<file path="config.mk">
export PLATFORM = sky130hd
export DESIGN_NAME = trimmed_mean_window_filter_core
export DESIGN_NICKNAME = d
export VERILOG_FILES = /design/src/rtl/tmwf_pkg.sv /design/src/rtl/tmwf_cell.sv /design/src/rtl/tmwf_div.sv /design/src/rtl/trimmed_mean_window_filter_core.sv
export VERILOG_INCLUDE_DIRS = /design/src /design/src/rtl
export SDC_FILE = /design/constraint.sdc
export NUM_CORES = 2
export LEC_CHECK = 0
export ABC_AREA = 1
export BUFFER_PORTS_ARGS = -buffer_cell sky130_fd_sc_hd__buf_2
export CORE_UTILIZATION = 35
export DETAILED_ROUTE_END_ITERATION = 8
export HOLD_SLACK_MARGIN = 0.08
export PLACE_DENSITY_LB_ADDON = 0.12
export REMOVE_ABC_BUFFERS = 1
export SYNTH_ARGS = -nofsm -noshare
export SYNTH_HDL_FRONTEND = slang
export SYNTH_SLANG_ARGS = --single-unit
</file>
<file path="constraint.sdc">
create_clock -name clk -period 9.4 [get_ports clk]
set_input_delay 0.94 -clock clk [delete_from_list [all_inputs] [get_ports clk]]
set_output_delay 0.94 -clock clk [all_outputs]
set_load 0.03 [all_outputs]
</file>
<file path="src/rtl/trimmed_mean_window_filter_core_assert.svh">
// Assertion macros shared by the filter RTL.
`ifndef TRIMMED_MEAN_WINDOW_FILTER_CORE_ASSERT_SVH
`define TRIMMED_MEAN_WINDOW_FILTER_CORE_ASSERT_SVH

// Same-cycle implication.
`define TMWF_ASSERT_IMP(label, clk, rst, ante, cons, msg) \
  label: assert property (@(posedge clk) disable iff (rst) (ante) |-> (cons)) \
    else $error(msg);

// Next-cycle implication.
`define TMWF_ASSERT_NXT(label, clk, rst, ante, cons, msg) \
  label: assert property (@(posedge clk) disable iff (rst) (ante) |=> (cons)) \
    else $error(msg);

`endif

</file>
<file path="src/rtl/tmwf_pkg.sv">
`timescale 1ns / 1ps
`default_nettype none

package tmwf_pkg;

  localparam int WINDOW_MAX_DEF  = 16;
  localparam int SAMPLE_BITS_DEF = 16;
  localparam int MIN_WINDOW      = 5;

  localparam int KIND_W    = 2;
  localparam int STATUS_W  = 2;
  localparam int WL_W      = 5;
  localparam int DC_W      = 3;
  localparam int CFG_W     = 5;
  localparam int CFG_IDX_W = 1;

  localparam logic [WL_W-1:0] WL_RESET = WL_W'(8);
  localparam logic [DC_W-1:0] DC_RESET = DC_W'(1);

  typedef enum logic [KIND_W-1:0] {
    KIND_SAMPLE  = 2'd0,
    KIND_PREFILL = 2'd1,
    KIND_CLEAR   = 2'd2
  } kind_t;

  typedef enum logic [STATUS_W-1:0] {
    STAT_FILLING = 2'd0,
    STAT_FULL    = 2'd1,
    STAT_ERROR   = 2'd2
  } status_t;

  typedef enum logic [CFG_IDX_W-1:0] {
    REG_WINDOW_LENGTH = 1'd0,
    REG_DROP_COUNT    = 1'd1
  } cfg_reg_t;

  typedef enum logic [1:0] {
    OP_HOLD,
    OP_CLEAR,
    OP_INSERT,
    OP_SHIFT
  } cell_op_t;

  typedef enum logic [2:0] {
    ST_IDLE,
    ST_LOAD,
    ST_SUM,
    ST_DIV_START,
    ST_DIV_WAIT,
    ST_DONE
  } state_t;

  // occ: cell holds a value; lt: incoming value ranks below this cell
  typedef struct packed {
    logic occ;
    logic lt;
  } cell_flags_t;

endpackage

`default_nettype wire

</file>
<file path="src/rtl/tmwf_cell.sv">
`timescale 1ns / 1ps
`default_nettype none

module tmwf_cell #(
  parameter int SAMPLE_BITS = tmwf_pkg::SAMPLE_BITS_DEF
) (
  input  wire logic                          clk,
  input  wire logic                          rst,
  input  wire tmwf_pkg::cell_op_t            op,
  input  wire logic signed [SAMPLE_BITS-1:0] din,
  input  wire logic signed [SAMPLE_BITS-1:0] left_val,
  input  wire tmwf_pkg::cell_flags_t         left_flags,
  input  wire logic signed [SAMPLE_BITS-1:0] right_val,
  input  wire logic                          right_occ,
  output logic signed [SAMPLE_BITS-1:0]      val,
  output tmwf_pkg::cell_flags_t              flags
);

  logic                          occ;
  logic                          occ_next;
  logic signed [SAMPLE_BITS-1:0] val_next;

  // an empty cell ranks as +infinity
  assign flags.occ = occ;
  assign flags.lt  = !occ || (din < val);

  always_comb begin
    val_next = val;
    occ_next = occ;
    case (op)
      tmwf_pkg::OP_CLEAR: begin
        occ_next = 1'b0;
      end
      tmwf_pkg::OP_INSERT: begin
        if (flags.lt) begin
          if (left_flags.lt) begin
            val_next = left_val;
            occ_next = left_flags.occ;
          end else begin
            val_next = din;
            occ_next = 1'b1;
          end
        end
      end
      tmwf_pkg::OP_SHIFT: begin
        val_next = right_val;
        occ_next = right_occ;
      end
      default: begin
      end
    endcase
  end

  always_ff @(posedge clk) begin
    if (rst) begin
      occ <= 1'b0;
    end else begin
      occ <= occ_next;
    end
  end

  always_ff @(posedge clk) begin
    val <= val_next;
  end

endmodule

`default_nettype wire

</file>
<file path="src/rtl/tmwf_div.sv">
`timescale 1ns / 1ps
`default_nettype none

module tmwf_div #(
  parameter int DVD_W = 21,
  parameter int DVS_W = 5,
  parameter int Q_W   = 16
) (
  input  wire logic                    clk,
  input  wire logic                    rst,
  input  wire logic                    start,
  input  wire logic signed [DVD_W-1:0] dividend,
  input  wire logic        [DVS_W-1:0] divisor,
  output logic                         done,
  output logic signed [Q_W-1:0]        quotient
);

  localparam int STEP_W = $clog2(DVD_W);

  logic              busy;
  logic [STEP_W-1:0] step;
  logic [DVD_W-1:0]  quo;
  logic [DVS_W-1:0]  rem;
  logic              neg;
  logic [DVS_W:0]    trial;
  logic [DVS_W:0]    diff;
  logic              ge;
  logic [DVD_W-1:0]  quo_signed;

  // restoring division on the magnitude, one quotient bit per cycle
  assign trial = {rem, quo[DVD_W-1]};
  assign ge    = trial >= {1'b0, divisor};
  assign diff  = trial - {1'b0, divisor};

  assign quo_signed = neg ? (~quo + DVD_W'(1)) : quo;
  assign quotient   = quo_signed[Q_W-1:0];

  always_ff @(posedge clk) begin
    if (rst) begin
      busy <= 1'b0;
      done <= 1'b0;
      step <= '0;
    end else begin
      if (start) begin
        busy <= 1'b1;
        step <= '0;
      end else if (busy) begin
        step <= step + STEP_W'(1);
        if (step == STEP_W'(DVD_W - 1)) begin
          busy <= 1'b0;
        end
      end
      done <= !start && busy && (step == STEP_W'(DVD_W - 1));
    end
  end

  always_ff @(posedge clk) begin
    if (start) begin
      neg <= dividend[DVD_W-1];
      quo <= dividend[DVD_W-1] ? (~dividend + DVD_W'(1)) : dividend;
      rem <= '0;
    end else if (busy) begin
      quo <= {quo[DVD_W-2:0], ge};
      rem <= ge ? diff[DVS_W-1:0] : trial[DVS_W-1:0];
    end
  end

`include "trimmed_mean_window_filter_core_assert.svh"

  `TMWF_ASSERT_IMP(a_start_idle, clk, rst, start, !busy, "divider started while busy")
  `TMWF_ASSERT_IMP(a_done_ends, clk, rst, done, !busy, "divider done while still stepping")

endmodule

`default_nettype wire

</file>
<file path="src/rtl/trimmed_mean_window_filter_core.sv">
`timescale 1ns / 1ps
`default_nettype none

// Trimmed-mean filter over a sliding window of signed samples. One result
// per request. Clear, prefill, unused-kind, error and not-yet-full requests
// go straight from idle to the done state. For a sample that completes a
// full window, the window is streamed into a chain of sorting cells one
// value a cycle, shifted back out in ascending order into the accumulator,
// and the kept sum goes through a one-bit-per-cycle divider. One request is
// in flight at a time; a finished result waits in the output register while
// the next request is taken. Config writes are for idle periods only.
module trimmed_mean_window_filter_core #(
  parameter int WINDOW_MAX  = tmwf_pkg::WINDOW_MAX_DEF,
  parameter int SAMPLE_BITS = tmwf_pkg::SAMPLE_BITS_DEF
) (
  input  wire logic                               clk,
  input  wire logic                               rst,
  // sample [SAMPLE_BITS-1:0], zero pad above
  input  wire logic [((SAMPLE_BITS+7)/8)*8-1:0]   s_tdata,
  // kind [1:0]
  input  wire logic [tmwf_pkg::KIND_W-1:0]        s_tuser,
  input  wire logic                               s_tvalid,
  output logic                                    s_tready,
  // filtered [SAMPLE_BITS-1:0], zero pad above
  output logic [((SAMPLE_BITS+7)/8)*8-1:0]        m_tdata,
  // status [1:0]
  output logic [tmwf_pkg::STATUS_W-1:0]           m_tuser,
  output logic                                    m_tvalid,
  input  wire logic                               m_tready,
  input  wire logic                               cfg_we,
  input  wire logic [tmwf_pkg::CFG_IDX_W-1:0]     cfg_index,
  input  wire logic [tmwf_pkg::CFG_W-1:0]         cfg_data
);

  localparam int DATA_W = ((SAMPLE_BITS + 7) / 8) * 8;
  localparam int IDX_W  = $clog2(WINDOW_MAX);
  localparam int CNT_W  = ($clog2(WINDOW_MAX + 1) > tmwf_pkg::WL_W) ?
                          $clog2(WINDOW_MAX + 1) : tmwf_pkg::WL_W;
  localparam int SUM_W  = SAMPLE_BITS + $clog2(WINDOW_MAX + 1);

  tmwf_pkg::state_t state;
  tmwf_pkg::state_t state_next;

  logic [tmwf_pkg::WL_W-1:0] window_len;
  logic [tmwf_pkg::DC_W-1:0] drop_cnt;

  logic signed [SAMPLE_BITS-1:0] store [WINDOW_MAX];
  logic [IDX_W-1:0]              wr_pos;
  logic [CNT_W-1:0]              fill;
  logic [CNT_W-1:0]              cnt;
  logic signed [SUM_W-1:0]       acc;
  logic signed [SAMPLE_BITS-1:0] pend_val;
  logic [tmwf_pkg::STATUS_W-1:0] pend_stat;

  logic                          in_fire;
  logic                          out_free;
  logic signed [SAMPLE_BITS-1:0] sample;
  tmwf_pkg::kind_t               kind;
  logic [CNT_W-1:0]              wl_ext;
  logic [CNT_W-1:0]              dc_ext;
  logic [CNT_W-1:0]              dc2;
  logic [CNT_W-1:0]              kept;
  logic                          cfg_ok;
  logic [IDX_W-1:0]              pos;
  logic [CNT_W-1:0]              pos_inc;
  logic [IDX_W-1:0]              pos_wrap;
  logic [CNT_W-1:0]              fill_clamp;
  logic [CNT_W-1:0]              fill_new;
  logic                          win_full;
  logic                          go_load;
  logic                          cnt_last;
  logic                          in_trim;
  logic [DATA_W-1:0]             out_word;

  tmwf_pkg::cell_op_t            cell_op;
  logic signed [SAMPLE_BITS-1:0] ins_val;
  logic signed [SAMPLE_BITS-1:0] cell_val   [WINDOW_MAX];
  tmwf_pkg::cell_flags_t         cell_flags [WINDOW_MAX];
  logic signed [SAMPLE_BITS-1:0] head;

  logic                          div_start;
  logic                          div_done;
  logic signed [SAMPLE_BITS-1:0] div_quot;

  assign in_fire  = s_tvalid && s_tready;
  assign out_free = !m_tvalid || m_tready;
  assign sample   = s_tdata[SAMPLE_BITS-1:0];
  assign kind     = tmwf_pkg::kind_t'(s_tuser);

  assign wl_ext = CNT_W'(window_len);
  assign dc_ext = CNT_W'(drop_cnt);
  assign dc2    = CNT_W'({drop_cnt, 1'b0});
  assign kept   = wl_ext - dc2;
  assign cfg_ok = (wl_ext >= CNT_W'(tmwf_pkg::MIN_WINDOW)) &&
                  (wl_ext <= CNT_W'(WINDOW_MAX)) && (dc2 < wl_ext);

  // window shrunk under a running position: restart at slot 0
  assign pos        = (CNT_W'(wr_pos) < wl_ext) ? wr_pos : '0;
  assign pos_inc    = CNT_W'(pos) + CNT_W'(1);
  assign pos_wrap   = (pos_inc >= wl_ext) ? '0 : pos_inc[IDX_W-1:0];
  assign fill_clamp = (fill > wl_ext) ? wl_ext : fill;
  assign fill_new   = (fill_clamp < wl_ext) ? fill_clamp + CNT_W'(1) : fill_clamp;
  assign win_full   = fill >= wl_ext;

  assign go_load  = (kind == tmwf_pkg::KIND_SAMPLE) && cfg_ok && (fill_new >= wl_ext);
  assign cnt_last = cnt == (wl_ext - CNT_W'(1));
  assign in_trim  = (cnt >= dc_ext) && (cnt < (wl_ext - dc_ext));

  assign ins_val = store[cnt[IDX_W-1:0]];
  assign head    = cell_val[0];

  always_comb begin
    out_word = '0;
    out_word[SAMPLE_BITS-1:0] = pend_val;
  end

  // sorting chain, ascending from cell 0
  for (genvar gi = 0; gi < WINDOW_MAX; gi++) begin : g_cell
    logic signed [SAMPLE_BITS-1:0] lval;
    tmwf_pkg::cell_flags_t         lflags;
    logic signed [SAMPLE_BITS-1:0] rval;
    logic                          rocc;

    if (gi == 0) begin : g_first
      assign lval   = '0;
      assign lflags = '{occ: 1'b1, lt: 1'b0};
    end else begin : g_mid
      assign lval   = cell_val[gi-1];
      assign lflags = cell_flags[gi-1];
    end

    if (gi == WINDOW_MAX - 1) begin : g_last
      assign rval = '0;
      assign rocc = 1'b0;
    end else begin : g_inner
      assign rval = cell_val[gi+1];
      assign rocc = cell_flags[gi+1].occ;
    end

    tmwf_cell #(
      .SAMPLE_BITS(SAMPLE_BITS)
    ) u_cell (
      .clk       (clk),
      .rst       (rst),
      .op        (cell_op),
      .din       (ins_val),
      .left_val  (lval),
      .left_flags(lflags),
      .right_val (rval),
      .right_occ (rocc),
      .val       (cell_val[gi]),
      .flags     (cell_flags[gi])
    );
  end

  tmwf_div #(
    .DVD_W(SUM_W),
    .DVS_W(CNT_W),
    .Q_W  (SAMPLE_BITS)
  ) u_div (
    .clk     (clk),
    .rst     (rst),
    .start   (div_start),
    .dividend(acc),
    .divisor (kept),
    .done    (div_done),
    .quotient(div_quot)
  );

  always_comb begin
    state_next = state;
    case (state)
      tmwf_pkg::ST_IDLE: begin
        if (in_fire) begin
          state_next = go_load ? tmwf_pkg::ST_LOAD : tmwf_pkg::ST_DONE;
        end
      end
      tmwf_pkg::ST_LOAD: begin
        if (cnt_last) begin
          state_next = tmwf_pkg::ST_SUM;
        end
      end
      tmwf_pkg::ST_SUM: begin
        if (cnt_last) begin
          state_next = tmwf_pkg::ST_DIV_START;
        end
      end
      tmwf_pkg::ST_DIV_START: begin
        state_next = tmwf_pkg::ST_DIV_WAIT;
      end
      tmwf_pkg::ST_DIV_WAIT: begin
        if (div_done) begin
          state_next = tmwf_pkg::ST_DONE;
        end
      end
      tmwf_pkg::ST_DONE: begin
        if (out_free) begin
          state_next = tmwf_pkg::ST_IDLE;
        end
      end
      default: begin
        state_next = tmwf_pkg::ST_IDLE;
      end
    endcase
  end

  always_comb begin
    s_tready  = 1'b0;
    div_start = 1'b0;
    cell_op   = tmwf_pkg::OP_HOLD;
    case (state)
      tmwf_pkg::ST_IDLE: begin
        s_tready = 1'b1;
        cell_op  = tmwf_pkg::OP_CLEAR;
      end
      tmwf_pkg::ST_LOAD: begin
        cell_op = tmwf_pkg::OP_INSERT;
      end
      tmwf_pkg::ST_SUM: begin
        cell_op = tmwf_pkg::OP_SHIFT;
      end
      tmwf_pkg::ST_DIV_START: begin
        div_start = 1'b1;
      end
      default: begin
      end
    endcase
  end

  always_ff @(posedge clk) begin
    if (rst) begin
      state <= tmwf_pkg::ST_IDLE;
    end else begin
      state <= state_next;
    end
  end

  always_ff @(posedge clk) begin
    if (rst) begin
      window_len <= tmwf_pkg::WL_RESET;
      drop_cnt   <= tmwf_pkg::DC_RESET;
      for (int i = 0; i < WINDOW_MAX; i++) begin
        store[i] <= '0;
      end
      wr_pos   <= '0;
      fill     <= '0;
      m_tvalid <= 1'b0;
    end else begin
      if (cfg_we) begin
        case (tmwf_pkg::cfg_reg_t'(cfg_index))
          tmwf_pkg::REG_WINDOW_LENGTH: window_len <= cfg_data[tmwf_pkg::WL_W-1:0];
          tmwf_pkg::REG_DROP_COUNT:    drop_cnt   <= cfg_data[tmwf_pkg::DC_W-1:0];
          default: begin
          end
        endcase
      end

      if (in_fire) begin
        case (kind)
          tmwf_pkg::KIND_CLEAR: begin
            for (int i = 0; i < WINDOW_MAX; i++) begin
              store[i] <= '0;
            end
            wr_pos <= '0;
            fill   <= '0;
          end
          tmwf_pkg::KIND_PREFILL: begin
            if (cfg_ok) begin
              for (int i = 0; i < WINDOW_MAX; i++) begin
                if (CNT_W'(i) < wl_ext) begin
                  store[i] <= sample;
                end
              end
              wr_pos <= '0;
              fill   <= wl_ext;
            end
          end
          tmwf_pkg::KIND_SAMPLE: begin
            if (cfg_ok) begin
              store[pos] <= sample;
              wr_pos     <= pos_wrap;
              fill       <= fill_new;
            end
          end
          default: begin
          end
        endcase
      end

      if (state == tmwf_pkg::ST_DONE && out_free) begin
        m_tvalid <= 1'b1;
      end else if (m_tready) begin
        m_tvalid <= 1'b0;
      end
    end
  end

  always_ff @(posedge clk) begin
    if (in_fire) begin
      cnt <= '0;
      acc <= '0;
      case (kind)
        tmwf_pkg::KIND_CLEAR: begin
          pend_val  <= '0;
          pend_stat <= cfg_ok ? tmwf_pkg::STAT_FILLING : tmwf_pkg::STAT_ERROR;
        end
        tmwf_pkg::KIND_PREFILL: begin
          pend_val  <= cfg_ok ? sample : '0;
          pend_stat <= cfg_ok ? tmwf_pkg::STAT_FULL : tmwf_pkg::STAT_ERROR;
        end
        tmwf_pkg::KIND_SAMPLE: begin
          pend_val  <= cfg_ok ? sample : '0;
          pend_stat <= !cfg_ok ? tmwf_pkg::STAT_ERROR :
                       (fill_new >= wl_ext) ? tmwf_pkg::STAT_FULL :
                       tmwf_pkg::STAT_FILLING;
        end
        default: begin
          pend_val  <= '0;
          pend_stat <= !cfg_ok ? tmwf_pkg::STAT_ERROR :
                       win_full ? tmwf_pkg::STAT_FULL : tmwf_pkg::STAT_FILLING;
        end
      endcase
    end else begin
      case (state)
        tmwf_pkg::ST_LOAD: begin
          cnt <= cnt_last ? '0 : cnt + CNT_W'(1);
        end
        tmwf_pkg::ST_SUM: begin
          cnt <= cnt + CNT_W'(1);
          if (in_trim) begin
            acc <= acc + {{(SUM_W-SAMPLE_BITS){head[SAMPLE_BITS-1]}}, head};
          end
        end
        tmwf_pkg::ST_DIV_WAIT: begin
          if (div_done) begin
            pend_val <= div_quot;
          end
        end
        default: begin
        end
      endcase
    end

    if (state == tmwf_pkg::ST_DONE && out_free) begin
      m_tdata <= out_word;
      m_tuser <= pend_stat;
    end
  end

`include "trimmed_mean_window_filter_core_assert.svh"

  `TMWF_ASSERT_NXT(a_accept_leaves_idle, clk, rst, in_fire, (state == tmwf_pkg::ST_LOAD) || (state == tmwf_pkg::ST_DONE), "request not followed by load or done")
  `TMWF_ASSERT_IMP(a_head_occupied, clk, rst, state == tmwf_pkg::ST_SUM, cell_flags[0].occ, "sort chain ran dry while summing")
  `TMWF_ASSERT_IMP(a_div_done_wait, clk, rst, div_done, state == tmwf_pkg::ST_DIV_WAIT, "divider finished outside wait state")
  `TMWF_ASSERT_NXT(a_done_to_out, clk, rst, (state == tmwf_pkg::ST_DONE) && out_free, m_tvalid, "finished result not presented")

endmodule

`default_nettype wire

</file>
# --- After elaboration in Yosys (flattened, before gate mapping) ---
# Memory sizes are Yosys's and may differ from the RTL's. A register that Yosys moved wholly into a read port is not among the register bits.
# Index checks and enable logic that the tools add are counted.
# Widths: inputs -> output; s select.
word_totals:
  regBits: 389
  ram_bits: 256
  input_bits: 29
  out_inout_bits: 20
  mem_count: 1
classes:
  addsub: 11
  order_cmp: 44
  eq_ne: 35
  n_mux: 282
  bitwise: 35
  n_reduce_logical: 97
mem_list:
  columns: ["memory", "depth", "width", "rd", "rd_ports_with_merged_regs", "wr", "line", "source"]
  rows:
  - ["store", 16, 16, 1, 1, 16, "trimmed_mean_window_filter_core.sv:47", "logic signed [SAMPLE_BITS-1:0] store [WINDOW_MAX];"]
op_table:
  columns: ["operator", "n"]
  rows:
  - ["$mux 16", 70]
  - ["$pmux 16 s2", 16]
  - ["$lt 16x16->1", 16]
  - ["$mux 1", 148]
  - ["$reduce_and 2->1", 36]
  - ["$mux 21", 3]
  - ["$pmux 1 s3", 15]
  - ["$ne 2x2->1 const B", 22]
  - ["$lt 4x5->1 const A", 8]
  - ["$or 1x1->1", 32]
  - ["$mux 5", 6]
  - ["$mux 4", 7]
  - ["$add 21x2->21 const B", 1]
  - ["$add 21x21->21", 1]
  - ["$not 21->21", 1]
  - ["$lt 3x5->1 const A", 4]
  - ["$logic_not 1->1", 18]
  - ["$mux 3", 6]
  - ["$pmux 3 s6", 1]
  - ["$logic_or 1x1->1", 17]
  - ["$add 16x1->16 const B", 1]
  - ["$not 16->16", 1]
  - ["$reduce_or 16->1", 1]
  - ["$add 5x1->5 const B", 3]
  - ["other kinds (38)", 70]

# --- Logic depth before layout (Yosys ltp) ---
depth:
  ltp_word: 10
  mapped_depth: 29
  ltp_nobuf: 27

# --- Hierarchy ---
# From an unflattened synthesis, not the netlist that was laid out.
hier_totals:
  cells_unflattened: 4964
  hier_area_um2: 41314.6
modules_own_cells:
  columns: ["mod", "instances", "cells_per_inst", "area_each_um2"]
  rows:
  - ["tmwf_cell", 16, 173, 1310.0]
  - ["trimmed_mean_window_filter_core", 1, 1833, 17798.3]
  - ["tmwf_div", 1, 363, 2556.2]

# --- Worst setup path after synthesis ---
# Ideal clock, no wire load.
synth_path:
  path_type: "reg2reg"
  start: "reg with a tool-made name"
  end: "reg g_cell[14].u_cell.val[0], enable pin"
  arrival_time_ns: 4.666
  t_required_ns: 8.989
  path_slack_ns: 4.322
  stages_incl_launch_ff: 18
  path_cell_list: "dfxtp_1 -> buf_2 -> clkbuf_1 -> clkbuf_1 -> nor2_1 -> o221ai_1 -> o211ai_1 -> nand2_1 -> ha_1 -> a21oi_1 -> nand3b_1 -> a21oi_1 -> a2111oi_0 -> nand3_1 -> nand3_1 -> clkinv_1 -> buf_2 -> o21ai_0"
synth_rtl:
  columns: ["element", "line", "source"]
  rows:
  - ["end signal, assigned", "tmwf_cell.sv:63", "val <= val_next;"]
  - ["end, declared", "tmwf_cell.sv:15", "output logic signed [SAMPLE_BITS-1:0] val,"]

==> summary.md <==
| Metric | Value |
|---|---|
| Minimum clock period | 6.318 ns |
| Most common cell after layout, fill and taps aside | nand2_1 |
| Hold WS | 0.4113 ns |
| Outcome | finished with violations |
| Placed cell count | 6240 |
| Drt drc | 2 |
| Multi-input gate area | 18910 um^2 |
| Number of synthesized register bits | 649 |
| Overall track demand over capacity in global routing | 0.2430 |
| Grt total ovfl | 0 |
| Nets | 5157 |
| Max cap viols | 0 |
| Post-synth cell types | 56 |
| Initial DRC Count | 3221 |
| Port bufs | 48 |
| Fillers | 11770 |
| Die width | 342.5 um |
| Util after Layout | 0.3933 |
| Failing checks | design-rule violations |
| Cts hold-fix bufs | 0 |
| CP Data Required Time | 9.77 ns |
| Dpl ws | 3.286 ns |
| Setup Viol. Count Final | 0 |
| DR pass1 iterations | 9 |
| CTS Buf Count | 83 |
| Synth Area per Inst | 8.345 um^2 |
| PostCTS Resize Cnt | 0 |
| # Post-CTS Setup Buffers | 0 |
| Largest net degree at the start of global routing | 166 |
| Antenna diode count | 0 |
| Final slew viol count | 0 |
| Initial antenna violation count | 3 |
| Pwr Total | 19.28 mW |
| Peak VDD IR | 0.1864 mV |
| Design Area, Final | 45100 um^2 |
| Most frequent cells in the layout | nand2_1 (1182), edfxtp_1 (570), nor2_1 (516), inv_1 (494), nand3_1 (332) |
| Share of cells above drive strength 1 | 0.06983 |
| Root buffer cell | clkbuf_16 |
| Worst-path maximum fanout | 52 |
| Final HPWL DP | 95.99 mm |
| Dominant synthesized flop cell | edfxtp_1 |
| Syn. warnings | 0 |
| Die area | 117300 um^2 |
| CTS tree | done |
| CP Class | reg -> reg |
| # IOs | 49 |
| Seq/Total Area, Yosys | 0.4607 |
| Register area | 18700 um^2 |
| Worst slew pin tran | 1.220 ns |
| Crit end category | flop |
| Worst-path clk slew | 0.06 ns |
| Finished Layout Cells | 6395 |
| Worst hold path class | reg -> reg |
| PD cells | 427.6 nW/um^2 |
| Fin crit share | 0.6721 |
| Crit start category | flop |
| Initial Util | 0.3540 |
| Final count of hold timing violations | 0 |
| Routability cong. | 0.8417 |
| Number of cell rows | 124 |
| Setup Skew | 0.04509 ns |
| Post-Syn Instances | 4863 |
| H-tree depth | 3 |
| Core Area | 114700 um^2 |
| Area after DPL | 42290 um^2 |
| Max Freq | 0.1583 GHz |
| Post-synth EDFFs | 570 |
| Worst skew pair latency | 0.69 ns |
| Async S/R FF share, synth | 0 |
| Die outline height | 342.5 um |
| First-pass GRT wire length | 215.4 mm |
| ANT nets after route | 0 |
| Layout area overhead | 11.12% |
| Number of global-route vias before repair | 33727 |
| Final setup TNS | 0 ns |
| Via count | 34748 |
| Mapped Area | 40580 um^2 |
| RSZ-0062 raised after global routing | no |
| CP Data Arrival Time | 6.69 ns |
| CTS Sinks | 649 |
| Max transition margin | 0.1845 |
| Clock buffer depth | 3 |
| Final worst slack | 3.082 ns |
| Drt wl/cell | 22.54 um |
| Pleak | 19.92 nW |
| Routed vias/inst | 5.434 |
| Total Wirelength | 144.2 mm |
==> layout make-up <==
type                    count  share of cell area
well taps                1512             0.04195
clock inverters            44             0.01187
flip-flops and latches    649              0.4148
multi-input cells        3439              0.4194
repair buffers            127             0.01876
clock buffers             111             0.05038
inverters                 513             0.04287
==> logic make-up after synthesis <==
logic type	count (synthesis)	share of synthesized area
buf+inv	775	0.07393
fa+ha+maj	315	0.09786
compound gates	664	0.09706
simple gates	2401	0.2577
xor+xnor	59	0.01273
flops	649	0.4607
==> routing by layer <==
layer	up-vias	GRT usage	share of wire
met5	-	0	0
met4	0	0.06910	0.026
met3	217	0.02463	0.048
met2	1034	0.3999	0.47
met1	16864	0.3376	0.46
li1	16633	-	-
==> final timing paths <==
check / from / endpoint / slack [ns] / depth (start not counted)
setup / recovery: flop / g_cell[14].u_cell.val[4] / 3.08 / 16
hold / removal: out_word[14] / m_tdata[14] / 0.41 / 0
setup reg to reg: flop / g_cell[14].u_cell.val[4] / 3.08 / 16
hold reg to reg: out_word[14] / m_tdata[14] / 0.41 / 0
==> synth_stat cells (all sizes together), types with 38 or more instances <==
cell,instances,area share
o21ai,262,0.032
clkbuf,189,0.017
inv,504,0.047
dfxtp,79,0.039
ha,311,0.096
nand4,261,0.040
buf,73,0.0090
o221ai,43,0.0093
nand2,1194,0.11
xor2,38,0.0082
a21oi,195,0.024
edfxtp,570,0.42
nand3,350,0.045
nor2,536,0.052
==> worst max-delay path, cell delays in order (launching register included) <==
cell and delay, ns:
dfxtp_4 0.49, inv_4 0.42, buf_4 0.49, o21ai_0 0.14
o221ai_1 0.20, nand3_1 0.27, nand2_1 0.70, buf_4 0.38
ha_1 0.29, nand3b_1 0.08, a21oi_1 0.06, a2111oi_0 0.44
nand3_1 0.18, nand3_1 0.49, clkinv_1 0.67, o21ai_1 0.30
buf_4 0.28
==> registers in the layout, summed over array words and instances, names as in the netlist, 2 cells and up, named ones only <==
register	count
m_tdata	16
pend_stat	2
u_div.quo	21
window_len	5
out_word	16
g_cell.u_cell.val	256
store	256
g_cell.u_cell.occ	16
cnt	5
state	3
u_div.rem	5
drop_cnt	3
m_tuser	2
fill	5
wr_pos	4
u_div.step	5
acc	21
==> power by group <==
| part | total (mW) | switching [mW] | internal [mW] |
|---|---|---|---|
| logic | 10.6 | 7.55 | 3.02 |
| clock network | 3.32 | 1.38 | 1.94 |
| registers | 5.40 | 0.739 | 4.66 |
Note: power is estimated with default switching activity, not from simulation.
